==> src/sv/b64d_pkg.sv <==
// Shared types and constants for the base64 decoder.
// Used by the front, queue, back and top-level modules; no dependencies.
`timescale 1ns / 1ps

package b64d_pkg;

  // Default number of decode jobs held between front and back
  localparam int unsigned QueueDepth = 4;

  localparam int unsigned SextetW = 6;
  localparam int unsigned StoreW  = 3 * SextetW;
  localparam int unsigned GroupW  = 4 * SextetW;

  // Byte count codes for one job
  localparam logic [1:0] NBytesOne   = 2'd1;
  localparam logic [1:0] NBytesTwo   = 2'd2;
  localparam logic [1:0] NBytesThree = 2'd3;

  // One unit of work for the back end: up to three bytes from one character
  typedef struct packed {
    logic [GroupW-1:0] word;
    logic [1:0]        nbytes;
    logic              no_data;
    logic              last;
  } job_t;

endpackage

==> src/sv/b64d_front.sv <==
// Front end: accepts characters, classifies them and tracks the sextet group.
// Pushes one job per character that releases bytes or closes the text. Uses b64d_pkg.
`timescale 1ns / 1ps

module b64d_front (
  input  logic               clk_i,
  input  logic               rst_ni,
  input  logic               in_valid_i,
  input  logic               queue_full_i,
  input  logic [7:0]         char_code_i,
  input  logic               end_of_text_i,
  output logic               in_stall_o,
  output logic               push_o,
  output b64d_pkg::job_t     job_o
);

  logic [1:0]                    fill_q, fill_d;
  logic [b64d_pkg::StoreW-1:0]   store_q, store_d;
  logic                          halted_q, halted_d;

  logic                          accept;
  logic                          code_ok;
  logic [b64d_pkg::SextetW-1:0]  sext;
  logic                          take_char;
  logic                          full_group;
  logic [1:0]                    fill_a;
  logic [b64d_pkg::StoreW-1:0]   store_a;
  logic                          halted_a;

  // Returns {valid, value} for one base64 character
  function automatic logic [b64d_pkg::SextetW:0] classify(input logic [7:0] c);
    logic [7:0] diff;
    logic [b64d_pkg::SextetW:0] res;
    diff = 8'h00;
    res  = '0;
    if (c >= 8'h41 && c <= 8'h5A) begin
      diff = c - 8'h41;
      res  = {1'b1, diff[5:0]};
    end else if (c >= 8'h61 && c <= 8'h7A) begin
      diff = c - 8'h61 + 8'd26;
      res  = {1'b1, diff[5:0]};
    end else if (c >= 8'h30 && c <= 8'h39) begin
      diff = c - 8'h30 + 8'd52;
      res  = {1'b1, diff[5:0]};
    end else if (c == 8'h2B) begin
      res = {1'b1, 6'd62};
    end else if (c == 8'h2F) begin
      res = {1'b1, 6'd63};
    end
    return res;
  endfunction

  assign in_stall_o = queue_full_i;
  assign accept     = in_valid_i && !queue_full_i;
  assign {code_ok, sext} = classify(char_code_i);

  always_comb begin
    take_char  = !halted_q && code_ok;
    full_group = take_char && (fill_q == 2'd3);
    fill_a     = fill_q;
    store_a    = store_q;
    halted_a   = halted_q || (!halted_q && !code_ok);
    job_o      = '0;

    if (full_group) begin
      fill_a         = 2'd0;
      store_a        = '0;
      job_o.word     = {store_q, sext};
      job_o.nbytes   = b64d_pkg::NBytesThree;
    end else if (take_char) begin
      fill_a  = fill_q + 2'd1;
      store_a = {store_q[b64d_pkg::StoreW-b64d_pkg::SextetW-1:0], sext};
    end

    job_o.last = end_of_text_i;
    if (end_of_text_i && !full_group) begin
      unique case (fill_a)
        2'd2: begin
          job_o.word   = {store_a[11:0], 12'h000};
          job_o.nbytes = b64d_pkg::NBytesOne;
        end
        2'd3: begin
          job_o.word   = {store_a, 6'h00};
          job_o.nbytes = b64d_pkg::NBytesTwo;
        end
        default: begin
          // nothing left to release: close the text with an empty marker
          job_o.word    = '0;
          job_o.nbytes  = b64d_pkg::NBytesOne;
          job_o.no_data = 1'b1;
        end
      endcase
    end

    push_o = accept && (full_group || end_of_text_i);

    fill_d   = fill_q;
    store_d  = store_q;
    halted_d = halted_q;
    if (accept) begin
      if (end_of_text_i) begin
        fill_d   = 2'd0;
        store_d  = '0;
        halted_d = 1'b0;
      end else begin
        fill_d   = fill_a;
        store_d  = store_a;
        halted_d = halted_a;
      end
    end
  end

  always_ff @(posedge clk_i or negedge rst_ni) begin
    if (!rst_ni) begin
      fill_q   <= 2'd0;
      store_q  <= '0;
      halted_q <= 1'b0;
    end else begin
      fill_q   <= fill_d;
      store_q  <= store_d;
      halted_q <= halted_d;
    end
  end

endmodule

==> src/sv/b64d_queue.sv <==
// Job queue between the decoder front and back ends.
// Small circular buffer of b64d_pkg::job_t entries with a fill count.
`timescale 1ns / 1ps

module b64d_queue #(
  parameter int unsigned Depth = b64d_pkg::QueueDepth
) (
  input  logic            clk_i,
  input  logic            rst_ni,
  input  logic            push_i,
  input  b64d_pkg::job_t  push_job_i,
  input  logic            pop_i,
  output logic            full_o,
  output logic            empty_o,
  output b64d_pkg::job_t  head_o
);

  localparam int unsigned PtrW = (Depth > 1) ? $clog2(Depth) : 1;
  localparam int unsigned CntW = $clog2(Depth + 1);

  b64d_pkg::job_t   entries_q [Depth];
  logic [PtrW-1:0]  wr_ptr_q, wr_ptr_d;
  logic [PtrW-1:0]  rd_ptr_q, rd_ptr_d;
  logic [CntW-1:0]  count_q, count_d;

  assign full_o  = (count_q == CntW'(Depth));
  assign empty_o = (count_q == '0);
  assign head_o  = entries_q[rd_ptr_q];

  always_comb begin
    wr_ptr_d = wr_ptr_q;
    rd_ptr_d = rd_ptr_q;
    count_d  = count_q;
    if (push_i) begin
      wr_ptr_d = (wr_ptr_q == PtrW'(Depth - 1)) ? '0 : wr_ptr_q + PtrW'(1);
    end
    if (pop_i) begin
      rd_ptr_d = (rd_ptr_q == PtrW'(Depth - 1)) ? '0 : rd_ptr_q + PtrW'(1);
    end
    if (push_i && !pop_i) begin
      count_d = count_q + CntW'(1);
    end else if (pop_i && !push_i) begin
      count_d = count_q - CntW'(1);
    end
  end

  always_ff @(posedge clk_i) begin
    if (push_i) begin
      entries_q[wr_ptr_q] <= push_job_i;
    end
  end

  always_ff @(posedge clk_i or negedge rst_ni) begin
    if (!rst_ni) begin
      wr_ptr_q <= '0;
      rd_ptr_q <= '0;
      count_q  <= '0;
    end else begin
      wr_ptr_q <= wr_ptr_d;
      rd_ptr_q <= rd_ptr_d;
      count_q  <= count_d;
    end
  end

endmodule

==> src/sv/b64d_back.sv <==
// Back end: splits queued jobs into single output words, one per cycle while out_stall_i is low.
// Holds the output register; uses b64d_pkg::job_t.
`timescale 1ns / 1ps

module b64d_back (
  input  logic            clk_i,
  input  logic            rst_ni,
  input  logic            empty_i,
  input  b64d_pkg::job_t  head_i,
  output logic            pop_o,
  input  logic            out_stall_i,
  output logic            out_valid_o,
  output logic [7:0]      data_byte_o,
  output logic            no_data_o,
  output logic            last_of_text_o
);

  logic [1:0] idx_q, idx_d;
  logic       valid_q, valid_d;
  logic [7:0] byte_q, byte_d;
  logic       no_data_q, no_data_d;
  logic       last_q, last_d;

  logic       load;
  logic       take;
  logic       final_byte;
  logic [7:0] sel_byte;

  assign load       = !valid_q || !out_stall_i;
  assign take       = load && !empty_i;
  assign final_byte = (idx_q == head_i.nbytes - 2'd1);
  assign pop_o      = take && final_byte;

  always_comb begin
    unique case (idx_q)
      2'd0:    sel_byte = head_i.word[23:16];
      2'd1:    sel_byte = head_i.word[15:8];
      default: sel_byte = head_i.word[7:0];
    endcase
  end

  always_comb begin
    idx_d     = idx_q;
    valid_d   = valid_q;
    byte_d    = byte_q;
    no_data_d = no_data_q;
    last_d    = last_q;
    if (load) begin
      valid_d = !empty_i;
    end
    if (take) begin
      byte_d    = sel_byte;
      no_data_d = head_i.no_data;
      last_d    = head_i.last && final_byte;
      // advance within the job, or move on to the next one
      idx_d     = final_byte ? 2'd0 : idx_q + 2'd1;
    end
  end

  always_ff @(posedge clk_i or negedge rst_ni) begin
    if (!rst_ni) begin
      idx_q   <= 2'd0;
      valid_q <= 1'b0;
    end else begin
      idx_q   <= idx_d;
      valid_q <= valid_d;
    end
  end

  always_ff @(posedge clk_i) begin
    byte_q    <= byte_d;
    no_data_q <= no_data_d;
    last_q    <= last_d;
  end

  assign out_valid_o    = valid_q;
  assign data_byte_o    = byte_q;
  assign no_data_o      = no_data_q;
  assign last_of_text_o = last_q;

endmodule

==> src/sv/base64_decoder_unit.sv <==
// Top level of the base64 decoder: front end, job queue and back end.
// Depends on b64d_pkg, b64d_front, b64d_queue and b64d_back.
//
//   channel | valid       | stall        | payload
//   --------+-------------+--------------+-------------------------------------
//   input   | in_valid_i  | in_stall_o   | char_code_i, end_of_text_i
//   output  | out_valid_o | out_stall_i  | data_byte_o, no_data_o, last_of_text_o
//
// One character is taken every cycle while the job queue has room.
// The back end delivers one word per cycle while out_stall_i is low, so a full group of
// four characters yields three output words; the queue (QueueDepth jobs) absorbs the bursts.
// A released word passes through the queue entry and then the back-end output register.
// Reset clears the group state, the queue pointers and the output valid.
`timescale 1ns / 1ps

module base64_decoder_unit #(
  parameter int unsigned QueueDepth = b64d_pkg::QueueDepth
) (
  input  logic       clk_i,
  input  logic       rst_ni,
  input  logic       in_valid_i,
  output logic       in_stall_o,
  input  logic [7:0] char_code_i,
  input  logic       end_of_text_i,
  output logic       out_valid_o,
  input  logic       out_stall_i,
  output logic [7:0] data_byte_o,
  output logic       no_data_o,
  output logic       last_of_text_o
);

  logic           push;
  logic           pop;
  logic           full;
  logic           empty;
  b64d_pkg::job_t push_job;
  b64d_pkg::job_t head_job;

  b64d_front u_front (
    .clk_i         (clk_i),
    .rst_ni        (rst_ni),
    .in_valid_i    (in_valid_i),
    .queue_full_i  (full),
    .char_code_i   (char_code_i),
    .end_of_text_i (end_of_text_i),
    .in_stall_o    (in_stall_o),
    .push_o        (push),
    .job_o         (push_job)
  );

  b64d_queue #(
    .Depth (QueueDepth)
  ) u_queue (
    .clk_i      (clk_i),
    .rst_ni     (rst_ni),
    .push_i     (push),
    .push_job_i (push_job),
    .pop_i      (pop),
    .full_o     (full),
    .empty_o    (empty),
    .head_o     (head_job)
  );

  b64d_back u_back (
    .clk_i          (clk_i),
    .rst_ni         (rst_ni),
    .empty_i        (empty),
    .head_i         (head_job),
    .pop_o          (pop),
    .out_stall_i    (out_stall_i),
    .out_valid_o    (out_valid_o),
    .data_byte_o    (data_byte_o),
    .no_data_o      (no_data_o),
    .last_of_text_o (last_of_text_o)
  );

endmodule

==> config.mk <==
export PLATFORM = sky130hd
export DESIGN_NAME = base64_decoder_unit
export DESIGN_NICKNAME = d
export VERILOG_FILES = /design/src/sv/b64d_pkg.sv /design/src/sv/b64d_front.sv /design/src/sv/b64d_queue.sv /design/src/sv/b64d_back.sv /design/src/sv/base64_decoder_unit.sv
export SDC_FILE = /design/constraint.sdc
export NUM_CORES = 1
export LEC_CHECK = 0
export ABC_AREA = 1
export ABC_CLOCK_PERIOD_IN_PS = 2510
export BUFFER_PORTS_ARGS = -buffer_cell sky130_fd_sc_hd__buf_2
export CORE_MARGIN = 8
export CORE_UTILIZATION = 56
export DETAILED_ROUTE_END_ITERATION = 6
export GPL_ROUTABILITY_DRIVEN = 0
export PLACE_DENSITY = 0.76
export SETUP_SLACK_MARGIN = 0.05
export SLEW_MARGIN = 20
export SYNTH_ARGS = -nofsm -noshare
export SYNTH_HDL_FRONTEND = slang
export SYNTH_SLANG_ARGS = --single-unit
export TNS_END_PERCENT = 1
==> constraint.sdc <==
create_clock -name clk_i -period 2.51 [get_ports clk_i]
set_clock_uncertainty 0.1 [all_clocks]
set_input_delay 0.502 -clock clk_i [delete_from_list [all_inputs] [get_ports clk_i]]
set_output_delay 0.502 -clock clk_i [all_outputs]
set_load 0.01 [all_outputs]
==> results.md <==
| Parameter | This run | Unit |
|---|---|---|
| Status | finished, violations left | - |
| Failing checks | negative setup slack | - |
| Synthesized netlist cell count | 776 | - |
| Worst endpoint data arrival time | 2.79 | ns |
| Final standard cell utilization of the core | 70.5 | % |
| CTS max path bufs | 2 | - |
| Setup TNS | -0.0702 | ns |
| Number of buffers created by CTS | 17 | - |
| Synthesized area divided by synthesized cell count | 9.85 | µm² |
| Crit path capture type | flop | - |
| Critical path fanouts, max | 4 | - |
| Global Route Usage Sum | 22.4 | % |
| WL final | 19.4 | mm |
| Area inside the core boundary | 13300 | µm² |
| TritonCTS Sinks | 153 | - |
| CP Cell Sequence | buf_4, inv_2, ha_2, nand2_1, nand2_2, nand2_1, nand3_2, nand2_4, nand3_4, nand2_4, inv_2, nand2_4, a21oi_4, ha_4, inv_4, fa_2, a21oi_2, o21ai_1, xor2_1 | - |
| Detailed Place HPWL | 12.7 | mm |
| Element type at the critical path start | input pin | - |
| Count of antenna diodes in the layout | 0 | - |
| Count of pins over their slew limit | 0 | - |
| Worst path most repeated cell | sky130_fd_sc_hd__nand2_4 | - |
| Async set-reset flop share out of synthesis | 20.3 | % |
| Pre-CTS WS | -0.536 | ns |
| 1st-iter DRT viols | 593 | - |
| Number of top-level pins | 25 | - |
| Die height | 133 | µm |
| Final Hold Viols | 0 | - |
| Highest achievable clock rate | 388 | MHz |
| Syn. warnings | 0 | - |
| Clock network latency to the later pin of the worst-skew pair | 0.43 | ns |
| Nets in the synthesized netlist | 807 | - |
| Unrepaired setup endpoints after global routing | yes | - |
| Via count | 6207 | - |
| Combined area of all synthesized cells | 7640 | µm² |
| Actual slew at the worst max-slew pin | 0.802 | ns |
| Sequential-to-total area share from yosys stat | 58.1 | % |
| Mean number of vias per cell | 5.77 | - |
| DRC errors left | 0 | - |
| First-pass GRT wire length | 31.3 | mm |
| Number of buffers inserted for hold repair after clock tree synthesis | 0 | - |
| Cell area power density | 1050 | nW/µm² |
| Pin count of the biggest net entering global routing | 52 | - |
| Routed wire per std cell | 18.0 | µm |
| CP max-delay cell | sky130_fd_sc_hd__fa_2 | - |
| Final setup violation count | 1 | - |
| Initial antenna violation count | 0 | - |
| Final hold slack | 0.0674 | ns |
| Number of cells in the finished layout apart from fillers | 1075 | - |
| Flops & latches, synth | 153 | - |
| Number of placed cells counting well taps | 1036 | - |
| Design area | 9370 | µm² |
| Clock tree from TritonCTS | done | - |
| Number of levels the H-tree was split into | 4 | - |
| Final worst-path cycle share | 103 | % |
| Largest incremental delay on the critical path | 0.40 | ns |
| Area delta synth->final | 22.6 | % |
| Class of the worst hold path | input pin to asynchronous set/reset pin | - |
| Smallest setup slack after layout | -0.0702 | ns |
| Placement row count | 42 | - |
| Vias in the first global route | 6269 | - |
| Count of unique library cells instantiated by Yosys | 40 | - |
| Most used DFF post-synth | sky130_fd_sc_hd__edfxtp_1 | - |
| NumNets Final | 917 | - |
| First drt pass iteration count | 5 | - |
| Largest vdd supply drop | 0.000644 | V |
| Die Width | 133 | µm |
| Class of the most critical setup path | input pin to flop | - |
| Fraction of final layout cells with drive strength greater than 1 | 27.1 | % |
| Clock slew at the register clock pins of the worst setup and hold paths | 0.06 | ns |
| Rel. slew slack | 46.6 | % |
| Port Buffers | 24 | - |
| Post-route ant nets | 0 | - |
| Maximum capacitance violations | 0 | - |
| Post-placement cell area | 8630 | µm² |
| Pwr Total | 9.88 | mW |
| Die footprint | 17600 | µm² |
| CP Data Required Time | 2.71 | ns |
| Initial cell density of the core | 57.5 | % |
| Total grt overflow | 0 | - |
| Count of flip-flops with a built-in enable after synthesis | 122 | - |
| Final critical path time including I/O delays and setup | 2.58 | ns |
| Clock root buffer | sky130_fd_sc_hd__clkbuf_16 | - |
| Count of fill cells added during filler insertion | 956 | - |
| Reported leakage power | 3.91 | nW |
-- final timing paths --
path | cells past startpoint | endpoint | slack [ns] | startpoint
setup / recovery | 19 | u_queue.count_q[2]$_DFFE_PN0P_ | -0.07 | char_code_i[3]
hold / removal | 1 | u_front.store_q[8]$_DFFE_PN0P_ | 0.07 | rst_ni
hold reg to reg | 2 | u_front.halted_q$_DFFE_PN0P_ | 0.43 | u_front.halted_q$_DFFE_PN0P_
min in group clk_i | 3 | u_back.out_valid_o$_DFFE_PN0P_ | 0.25 | out_stall_i
max in group asynchronous | 1 | u_front.store_q[12]$_DFFE_PN0P_ | 1.73 | rst_ni
setup reg to reg | 14 | u_queue.count_q[2]$_DFFE_PN0P_ | -0.06 | u_queue.rd_ptr_q[0]$_DFFE_PN0P_
-- cells in the final DEF, fill, tap and decap left out, drive strengths merged, types with 5 or more instances in the layout --
cell type,count
a21oi,10
a22o,7
buf,125
clkbuf,23
clkinv,5
dfrtp,31
edfxtp,122
ha,17
inv,57
nand2,212
nand3,52
nand4,7
nor2,88
o21ai,90
o22ai,29
xor2,7
-- cell type report --
class                           count  area [µm²]  area share (%)
Inverter                           58         230            2.46
Clock buffer                       23         468            5.00
Timing Repair Buffer              125         961            10.3
Tap cell                          176         220            2.35
Multi-Input combinational cell    531        2950            31.5
Clock inverter                      9         101            1.08
Sequential cell                   153        4440            47.4
-- worst max-delay path, delay by kind of cell --
| kind | cells | cell delay [ns] |
|---|---|---|
| adders and majority gates | 3 | 0.74 |
| and+or+nand+nor | 8 | 0.62 |
| AOI/OAI and AO/OA | 3 | 0.41 |
| buffers and inverters | 4 | 0.35 |
| xor gates and xnor gates | 1 | 0.17 |
-- flip-flops by register name, indices dropped and copies added (netlist names), 2 cells and up --
| register | cells |
|---|---|
| u_queue.wr_ptr_q | 2 |
| u_back.data_byte_o | 8 |
| u_back.idx_q | 2 |
| u_front.fill_q | 2 |
| u_queue.rd_ptr_q | 2 |
| u_front.store_q | 18 |
| u_queue.count_q | 3 |
| u_queue.entries_q | 112 |
-- kinds of logic after synthesis --
| family | share of synthesized area [%] |
|---|---|
| AO/OA/AOI/OAI | 10.4 |
| XOR/XNOR | 1.03 |
| adder cells (fa/ha/maj) | 3.05 |
| buffers and inverters | 5.26 |
| flip-flops | 58.1 |
| multiplexers | 0.147 |
| AND/OR/NAND/NOR | 22.0 |
-- repair_timing --
action,in CTS,in global routing
setup endpoints to repair,41,106
setup buffers,4,3
gates resized for setup,18,20
pin swaps,3,7
-- layer usage --
layer	GRT usage (%)	up-vias	wire, µm
met3	4.47	44	1360
met5	0	-	0
met1	26.8	3014	7730
met4	9.34	0	410
li1	-	2874	-
met2	38.4	275	9850
-- power breakdown --
part	switching [mW]	internal [mW]	total, mW
Sequential	0.190	3.29	3.48
Combinational	2.42	1.49	3.91
Clock	0.976	1.51	2.48
-- synthesized netlist by cell type, types with 10 or more instances --
| cell type | n | area, µm² |
|---|---|---|
| sky130_fd_sc_hd__inv_1 | 47 | 176 |
| sky130_fd_sc_hd__nand2_1 | 194 | 728 |
| sky130_fd_sc_hd__o22ai_1 | 28 | 175 |
| sky130_fd_sc_hd__dfrtp_1 | 31 | 776 |
| sky130_fd_sc_hd__nand3_1 | 47 | 235 |
| sky130_fd_sc_hd__inv_2 | 10 | 37.5 |
| sky130_fd_sc_hd__nor2_1 | 81 | 304 |
| sky130_fd_sc_hd__clkbuf_1 | 21 | 78.8 |
| sky130_fd_sc_hd__edfxtp_1 | 122 | 3660 |
| sky130_fd_sc_hd__nand2_2 | 10 | 62.6 |
| sky130_fd_sc_hd__o21ai_0 | 77 | 385 |
| sky130_fd_sc_hd__ha_1 | 17 | 213 |
No activity file was read; power rests on OpenSTA's default activity.
